`src/hdl/gdda_pkg.sv`:
```
// ----------------------------------------------------------------------------
// gdda_pkg
// Shared types, codes and calendar helpers for the date day arithmetic block.
// ----------------------------------------------------------------------------
`timescale 1ns / 1ps
`default_nettype none

package gdda_pkg;

  localparam int YEAR_W  = 14;
  localparam int MONTH_W = 4;
  localparam int DAY_W   = 5;
  localparam int COUNT_W = 16;
  localparam int ACC_W   = 18;

  localparam logic [YEAR_W-1:0]  YEAR_MAX       = 14'd16383;
  localparam logic [YEAR_W-1:0]  MIN_YEAR_RESET = 14'd1601;
  localparam logic [YEAR_W-1:0]  CYCLE_YEARS    = 14'd400;
  localparam logic [MONTH_W-1:0] MONTH_JAN      = 4'd1;
  localparam logic [MONTH_W-1:0] MONTH_FEB      = 4'd2;
  localparam logic [MONTH_W-1:0] MONTH_DEC      = 4'd12;
  localparam logic [DAY_W-1:0]   DAY_FIRST      = 5'd1;
  localparam logic [DAY_W-1:0]   DAY_LAST_DEC   = 5'd31;

  typedef enum logic [1:0] {
    CMD_NEXT = 2'd0,
    CMD_ADD  = 2'd1,
    CMD_SUB  = 2'd2,
    CMD_NOP  = 2'd3
  } cmd_t;

  typedef enum logic [1:0] {
    ST_OK      = 2'd0,
    ST_INVALID = 2'd1,
    ST_SAT     = 2'd2,
    ST_UNUSED  = 2'd3
  } status_t;

  typedef struct packed {
    logic load;
    logic reduce;
    logic init;
    logic step;
    logic finish;
  } ctrl_cmd_t;

  typedef struct packed {
    logic reduced;
    logic op_done;
  } dp_stat_t;

  function automatic logic [DAY_W-1:0] days_in(input logic [MONTH_W-1:0] m, input logic leap);
    logic [DAY_W-1:0] len;
    case (m)
      MONTH_FEB: len = leap ? 5'd29 : 5'd28;
      4'd4:      len = 5'd30;
      4'd6:      len = 5'd30;
      4'd9:      len = 5'd30;
      4'd11:     len = 5'd30;
      default:   len = 5'd31;
    endcase
    return len;
  endfunction

endpackage

`default_nettype wire

```
`src/hdl/gregorian_date_day_arithmetic.sv`:
```
// ----------------------------------------------------------------------------
// gregorian_date_day_arithmetic
// Next day, add days or subtract days on a Gregorian date, with validation.
// ----------------------------------------------------------------------------
// From start to done the sequencer reduces the year modulo 400, validates the date and then
//   steps one month at a time; the number of months stepped sets how long a transaction takes.
// Throughput: one transaction at a time; start is taken when busy is low.
// The result register holds a finished transaction while the next is accepted.
// done pulses for one cycle with the result; the receiver cannot stall.
// Synchronous active-high reset: sequencer idle, done low, min_year = 1601.
`timescale 1ns / 1ps
`default_nettype none

module gregorian_date_day_arithmetic
  import gdda_pkg::*;
(
  input  wire logic               clk,
  input  wire logic               rst,
  input  wire logic               cfg_wr_en,
  input  wire logic [YEAR_W-1:0]  cfg_wr_data,
  input  wire logic               start,
  output logic                    busy,
  input  wire logic [1:0]         cmd,
  input  wire logic [YEAR_W-1:0]  in_year,
  input  wire logic [MONTH_W-1:0] in_month,
  input  wire logic [DAY_W-1:0]   in_day,
  input  wire logic [COUNT_W-1:0] day_count,
  output logic                    done,
  output logic [YEAR_W-1:0]       out_year,
  output logic [MONTH_W-1:0]      out_month,
  output logic [DAY_W-1:0]        out_day,
  output logic [1:0]              status
);

  ctrl_cmd_t ctl;
  dp_stat_t  dps;

  gdda_ctrl u_ctrl (
    .clk   (clk),
    .rst   (rst),
    .start (start),
    .stat  (dps),
    .cmd   (ctl),
    .busy  (busy)
  );

  gdda_dp u_dp (
    .clk         (clk),
    .rst         (rst),
    .cmd         (ctl),
    .stat        (dps),
    .cfg_wr_en   (cfg_wr_en),
    .cfg_wr_data (cfg_wr_data),
    .in_cmd      (cmd),
    .in_year     (in_year),
    .in_month    (in_month),
    .in_day      (in_day),
    .day_count   (day_count),
    .out_year    (out_year),
    .out_month   (out_month),
    .out_day     (out_day),
    .status      (status),
    .done        (done)
  );

`ifndef NO_ASSERTIONS
  a_accept_busy: assert property (@(posedge clk) disable iff (rst)
    (start && !busy) |=> busy)
    else $error("accepted transaction did not raise busy");

  a_done_idle: assert property (@(posedge clk) disable iff (rst)
    done |-> !busy)
    else $error("result strobe while sequencer busy");

  a_status_code: assert property (@(posedge clk) disable iff (rst)
    done |-> (status != ST_UNUSED))
    else $error("unused status code on result");

  a_ok_date: assert property (@(posedge clk) disable iff (rst)
    (done && (status == ST_OK)) |->
      ((out_month >= MONTH_JAN) && (out_month <= MONTH_DEC) && (out_day != 5'd0)))
    else $error("ok result with out-of-range month or day");
`endif

endmodule

`default_nettype wire

```
`src/hdl/gdda_ctrl.sv`:
```
// ----------------------------------------------------------------------------
// gdda_ctrl
// Sequencer: load, reduce year modulo 400, validate, step months, finish.
// ----------------------------------------------------------------------------
`timescale 1ns / 1ps
`default_nettype none

module gdda_ctrl
  import gdda_pkg::*;
(
  input  wire logic      clk,
  input  wire logic      rst,
  input  wire logic      start,
  input  wire dp_stat_t  stat,
  output ctrl_cmd_t      cmd,
  output logic           busy
);

  typedef enum logic [4:0] {
    S_IDLE   = 5'b00001,
    S_REDUCE = 5'b00010,
    S_INIT   = 5'b00100,
    S_STEP   = 5'b01000,
    S_SPARE  = 5'b10000
  } state_t;

  state_t state;
  state_t state_next;

  always_ff @(posedge clk) begin
    if (rst) begin
      state <= S_IDLE;
    end else begin
      state <= state_next;
    end
  end

  always_comb begin
    state_next = state;
    cmd        = '0;
    case (state)
      S_IDLE: begin
        if (start) begin
          cmd.load   = 1'b1;
          state_next = S_REDUCE;
        end
      end
      S_REDUCE: begin
        if (stat.reduced) begin
          state_next = S_INIT;
        end else begin
          cmd.reduce = 1'b1;
        end
      end
      S_INIT: begin
        cmd.init   = 1'b1;
        state_next = S_STEP;
      end
      S_STEP: begin
        if (stat.op_done) begin
          cmd.finish = 1'b1;
          state_next = S_IDLE;
        end else begin
          cmd.step = 1'b1;
        end
      end
      default: begin
        state_next = S_IDLE;
      end
    endcase
  end

  assign busy = (state != S_IDLE);

endmodule

`default_nettype wire

```
`src/hdl/gdda_dp.sv`:
```
// ----------------------------------------------------------------------------
// gdda_dp
// Datapath: date registers, year-in-cycle counter, month stepper, result regs.
// ----------------------------------------------------------------------------
`timescale 1ns / 1ps
`default_nettype none

module gdda_dp
  import gdda_pkg::*;
(
  input  wire logic               clk,
  input  wire logic               rst,
  input  wire ctrl_cmd_t          cmd,
  output dp_stat_t                stat,
  input  wire logic               cfg_wr_en,
  input  wire logic [YEAR_W-1:0]  cfg_wr_data,
  input  wire logic [1:0]         in_cmd,
  input  wire logic [YEAR_W-1:0]  in_year,
  input  wire logic [MONTH_W-1:0] in_month,
  input  wire logic [DAY_W-1:0]   in_day,
  input  wire logic [COUNT_W-1:0] day_count,
  output logic [YEAR_W-1:0]       out_year,
  output logic [MONTH_W-1:0]      out_month,
  output logic [DAY_W-1:0]        out_day,
  output logic [1:0]              status,
  output logic                    done
);

  logic [YEAR_W-1:0]    min_year;
  cmd_t                 op;
  logic [YEAR_W-1:0]    year;
  logic [MONTH_W-1:0]   month;
  logic [DAY_W-1:0]     day_in;
  logic [COUNT_W-1:0]   count;
  logic signed [ACC_W-1:0] day;
  logic [YEAR_W-1:0]    cyc;
  status_t              st;

  logic                 leap;
  logic [DAY_W-1:0]     dim;
  logic [DAY_W-1:0]     dim_prev;
  logic [MONTH_W-1:0]   month_prev;
  logic signed [ACC_W-1:0] dim_ext;
  logic signed [ACC_W-1:0] dim_prev_ext;
  logic signed [ACC_W-1:0] d_ext;
  logic signed [ACC_W-1:0] n_ext;
  logic                 invalid;
  logic                 adding;
  logic [YEAR_W-1:0]    cyc_inc;
  logic [YEAR_W-1:0]    cyc_dec;

  always_comb begin
    leap = (cyc[1:0] == 2'b00) && (cyc != 14'd100) && (cyc != 14'd200) && (cyc != 14'd300);
    dim        = days_in(month, leap);
    month_prev = (month == MONTH_JAN) ? MONTH_DEC : month - 4'd1;
    dim_prev   = days_in(month_prev, leap);
    dim_ext      = $signed({{(ACC_W-DAY_W){1'b0}}, dim});
    dim_prev_ext = $signed({{(ACC_W-DAY_W){1'b0}}, dim_prev});
    d_ext        = $signed({{(ACC_W-DAY_W){1'b0}}, day_in});
    n_ext        = $signed({{(ACC_W-COUNT_W){1'b0}}, count});
    invalid = (year < min_year) || (month < MONTH_JAN) || (month > MONTH_DEC) ||
              (day_in < DAY_FIRST) || (day_in > dim);
    adding  = (op == CMD_NEXT) || (op == CMD_ADD);
    cyc_inc = (cyc == CYCLE_YEARS - 14'd1) ? '0 : cyc + 14'd1;
    cyc_dec = (cyc == '0) ? CYCLE_YEARS - 14'd1 : cyc - 14'd1;
    stat.reduced = (cyc < CYCLE_YEARS);
    stat.op_done = (st != ST_OK) || (op == CMD_NOP) ||
                   (adding && (day <= dim_ext)) ||
                   ((op == CMD_SUB) && (day >= $signed(18'sd1)));
  end

  always_ff @(posedge clk) begin
    if (rst) begin
      min_year <= MIN_YEAR_RESET;
    end else if (cfg_wr_en) begin
      min_year <= cfg_wr_data;
    end
  end

  always_ff @(posedge clk) begin
    if (cmd.load) begin
      op     <= cmd_t'(in_cmd);
      year   <= in_year;
      month  <= in_month;
      day_in <= in_day;
      count  <= day_count;
      cyc    <= in_year;
    end else if (cmd.reduce) begin
      cyc <= cyc - CYCLE_YEARS;
    end else if (cmd.init) begin
      if (invalid) begin
        st  <= ST_INVALID;
        day <= d_ext;
      end else begin
        st <= ST_OK;
        case (op)
          CMD_NEXT: day <= d_ext + $signed(18'sd1);
          CMD_ADD:  day <= d_ext + n_ext;
          CMD_SUB:  day <= d_ext - n_ext;
          default:  day <= d_ext;
        endcase
      end
    end else if (cmd.step) begin
      if (adding) begin
        if (month == MONTH_DEC) begin
          if (year >= YEAR_MAX) begin
            year  <= YEAR_MAX;
            month <= MONTH_DEC;
            day   <= $signed({{(ACC_W-DAY_W){1'b0}}, DAY_LAST_DEC});
            st    <= ST_SAT;
          end else begin
            year  <= year + 14'd1;
            cyc   <= cyc_inc;
            month <= MONTH_JAN;
            day   <= day - dim_ext;
          end
        end else begin
          month <= month + 4'd1;
          day   <= day - dim_ext;
        end
      end else begin
        if (month == MONTH_JAN) begin
          if (year <= min_year) begin
            year  <= min_year;
            month <= MONTH_JAN;
            day   <= $signed({{(ACC_W-DAY_W){1'b0}}, DAY_FIRST});
            st    <= ST_SAT;
          end else begin
            year  <= year - 14'd1;
            cyc   <= cyc_dec;
            month <= MONTH_DEC;
            day   <= day + dim_prev_ext;
          end
        end else begin
          month <= month_prev;
          day   <= day + dim_prev_ext;
        end
      end
    end
  end

  always_ff @(posedge clk) begin
    if (cmd.finish) begin
      out_year  <= year;
      out_month <= month;
      out_day   <= day[DAY_W-1:0];
      status    <= st;
    end
  end

  always_ff @(posedge clk) begin
    if (rst) begin
      done <= 1'b0;
    end else begin
      done <= cmd.finish;
    end
  end

endmodule

`default_nettype wire

```
`config.mk`:
```
export PLATFORM = sky130hd
export DESIGN_NAME = gregorian_date_day_arithmetic
export DESIGN_NICKNAME = d
export VERILOG_FILES = /design/src/hdl/gdda_pkg.sv /design/src/hdl/gregorian_date_day_arithmetic.sv /design/src/hdl/gdda_ctrl.sv /design/src/hdl/gdda_dp.sv
export SDC_FILE = /design/constraint.sdc
export NUM_CORES = 1
export LEC_CHECK = 0
export ABC_AREA = 1
export BUFFER_PORTS_ARGS = -buffer_cell sky130_fd_sc_hd__buf_2
export CAP_MARGIN = 20
export CORE_UTILIZATION = 40
export CTS_BUF_LIST = sky130_fd_sc_hd__clkbuf_2 sky130_fd_sc_hd__clkbuf_4 sky130_fd_sc_hd__clkbuf_8
export DETAILED_ROUTE_END_ITERATION = 16
export HOLD_SLACK_MARGIN = 0.06
export PLACE_DENSITY = 0.65
export SLEW_MARGIN = 20
export SYNTH_ARGS = -nofsm -noshare
export SYNTH_HDL_FRONTEND = slang
export SYNTH_HIERARCHICAL = 1
export SYNTH_SLANG_ARGS = --single-unit
export TNS_END_PERCENT = 10
```
`constraint.sdc`:
```
create_clock -name clk -period 5.3 [get_ports clk]
set_clock_uncertainty 0.2 [all_clocks]
set_input_delay 1.06 -clock clk [delete_from_list [all_inputs] [get_ports clk]]
set_output_delay 1.06 -clock clk [all_outputs]
set_load 0.02 [all_outputs]
```
==> results_dict.tcl <==
set metrics [dict create \
    design_area_sq_um 10870 \
    hold_violations 0 \
    synthAdderAreaFrac_pct 6.814 \
    worst_pin_slew_ns 1.071 \
    drive_gt1_share_pct 12.61 \
    synth_seq_cells 119 \
    cts_inserted_buffers 17 \
    ctsHtreeMaxLevel 4 \
    yosys.area_share.simple_pct 34.29 \
    synth_top_flop_cell "edfxtp_1" \
    required_ns 5.17 \
    antenna_left 0 \
    first_pass_iters 5 \
    io_buffers 85 \
    yosysTopAreaCell "edfxtp_1" \
    area_delta_synth_final_pct 10.82 \
    synth_top_area_share_pct 30.62 \
    cp-start-kind "flip-flop" \
    ir_drop_v 0.0001663 \
    leakagePower_nw 4.960 \
    worst_slack_ns 0.4663 \
    synth_compound_area_share_pct 9.570 \
    hold_path_depth 2 \
    dpl.hpwl_mm 21.83 \
    vias 9267 \
    worst_ep_arrival_time_ns 4.70 \
    antenna-diode-count 0 \
    ys_seq_area_share_pct 34.50 \
    r2r.worst_path.cells 22 \
    synthMuxAreaShare_pct 0 \
    holdWs_ns 0.3001 \
    hold_buffers 0 \
    synth.most_common_cell "nand2_1" \
    max_stage_delay_ns 0.48 \
    drc_errors 0 \
    die_area_sq_um 25140 \
    place_congestion 0.9599 \
    synth_top_family_by_area "simple AND/OR/NAND/NOR gates" \
    grt.total_usage_pct 23.64 \
    outcome "finished, final reports clean" \
    routedWlPerCell_microns 15.86 \
    path_clk_slew_ns 0.08 \
    cp-end-kind "flip-flop" \
    cts_resized 0 \
    netlist_top_cells_count "368 x nand2_1, 168 x inv_1, 159 x nand3_1" \
    drt-total-wl_mm 28.19 \
    powerDensity_nw_per_um2 257.1 \
    core.rowCount 56 \
    fmax_mhz 206.9 \
    fp.coreArea_sq_um 23750 \
    antenna_found_initial 0 \
    async_flop_share_pct 0 \
    setup_viol 0 \
    syn_nets 1481 \
    synth_warnings 6 \
    maxCapViolCount 0 \
    rsz0062_at_grt "no" \
    clock_sinks 119 \
    grt_pass1_vias 8993 \
    path_class "reg2reg" \
    dpl_cell_area_sq_um 10470 \
    drv_slew 0 \
    viasPerCell 5.212 \
    tns_ns 0 \
    crit_path_top_delay_cell "inv_1" \
    start_util_pct 41.28 \
    pre_cts_slack_ns 0.5512 \
    cp_max_fo 18 \
    synth.area.top_cells "edfxtp_1 31%, nand2_1 14%, nand3_1 8.1%" \
    cts_tree "yes" \
    gr-total-overflow 0 \
    dieHeight_microns 158.6 \
    drtIter0Drc 648 \
    worstPathCellList "inv_1 -> ha_1 -> nand3_1 -> nor4_1 -> a21oi_1 -> nand3_1 -> a21oi_1 -> ha_1 -> inv_1 -> fa_1 -> nand3_1 -> o21ai_1 -> nor2_1 -> nand3_1 -> nand3_1 -> nand2_1 -> nand4_1 -> inv_1 -> nand3_2 -> inv_1 -> o21ai_0 -> inv_1" \
    min_path_type "reg2reg" \
    grt_max_degree 33 \
    cts_root_buffer "clkbuf_8" \
    slew_headroom_pct 28.32 \
    nets 1556 \
    critical_path_depth 22 \
    syn_inst 1371 \
    clk_latency_ns 0.46 \
    synth_area_per_cell_sq_um 7.152 \
    synth_xor_area_share_pct 5.449 \
    path_buf_inv 5 \
    synthesis.area_sq_um 9806 \
    grt_pass1_wl_mm 45.69 \
    post_cts_buffers 0 \
    fin_crit_sh_pct 91.20 \
    period_minus_slack_ns 4.834 \
    cts.path.max_buffers 2 \
    path_delay_family "simple AND/OR/NAND/NOR gates" \
    dieWidth_microns 158.6 \
    synth.distinct_cells 51 \
    io_pins 86 \
    synth_edf_count 100 \
]
[flip-flops by register name, indices dropped and copies added (netlist names), 5 cells and up]
signal / count
u_dp/min_year: 14
u_dp/day: 18
u_dp/out_day: 5
u_dp/count: 16
u_dp/out_year: 14
u_dp/day_in: 5
u_dp/cyc: 14
u_dp/year: 14
[through the flow]
stage	std cells	util, %	power, mW
after floorplan	1371	-	1.752
after global placement	1746	44.10	1.948
after detailed placement	1746	44.10	1.961
after CTS	1778	45.75	2.811
after global routing	1778	45.75	2.974
final	1778	45.75	2.794
[tightest hold or removal path: cells and delay by family, from the launching register on]
| family | cells | cell delay [ns] |
|---|---|---|
| compound gates | 1 | 0.07 |
| buf+inv | 1 | 0.07 |
| flops | 1 | 0.32 |
[logic make-up (layout without fill, tap and decap cells)]
| logic type | Yosys count | after routing |
|---|---|---|
| adder cells (fa/ha/maj) | 51 | 51 |
| XOR/XNOR | 61 | 61 |
| buffers and inverters | 224 | 312 |
| flip-flops | 119 | 119 |
| AO/OA/AOI/OAI | 172 | 172 |
| AND/OR/NAND/NOR | 744 | 744 |
[path summary, 6_finish.rpt]
check | start | endpoint | slack [ns]
setup / recovery | u_dp/cyc[4] | u_dp/day[15] | 0.47
hold / removal | u_dp/min_year[10] | u_dp/min_year[10] | 0.30
setup reg to reg | u_dp/cyc[4] | u_dp/day[15] | 0.47
hold reg to reg | u_dp/min_year[10] | u_dp/min_year[10] | 0.30
[metal layers]
metal  wire length (microns)  vias to the layer above  share of wire, %  global-route usage, %
met5                       0                        -                 0                      0
met2                   13660                      279                48                  41.21
met4                     887                        0               3.1                  9.203
met3                    1401                       47               5.0                  3.783
met1                   12250                     4276                43                  29.07
li1                        -                     4665                 -                      -
[where the power goes]
group          switching [mW]  internal [mW]  leakage (nW)
Clock                   0.416          0.425         0.187
Sequential             0.0946           1.10          1.08
Combinational           0.508          0.251          3.70
Total                    1.02           1.78          4.96
[cells in the final DEF, fill, tap and decap left out, types with 7 or more instances in the layout]
cell and n:
clkbuf_8 17, nand4_1 23, ha_1 47, xor2_1 57, inv_1 168, buf_4 7, a21oi_1 61, inv_2 16
edfxtp_1 100, nand3_1 159, dfxtp_1 19, nand2_1 368, nor2_2 9, o21ai_1 9, nor2_1 116, nor3_1 29
nor2_4 8, o21ai_0 74, buf_2 85
[layout make-up]
type                            instances  area, sq um
Fill cell                            2412        12890
Multi-Input combinational cell       1028         5505
Sequential cell                       119         3383
Inverter                              188        708.2
Timing Repair Buffer                   92        478.0
Tap cell                              319        399.1
Clock buffer                           18        241.5
Clock inverter                         14        151.4
Power figures use the tool's default switching activity.
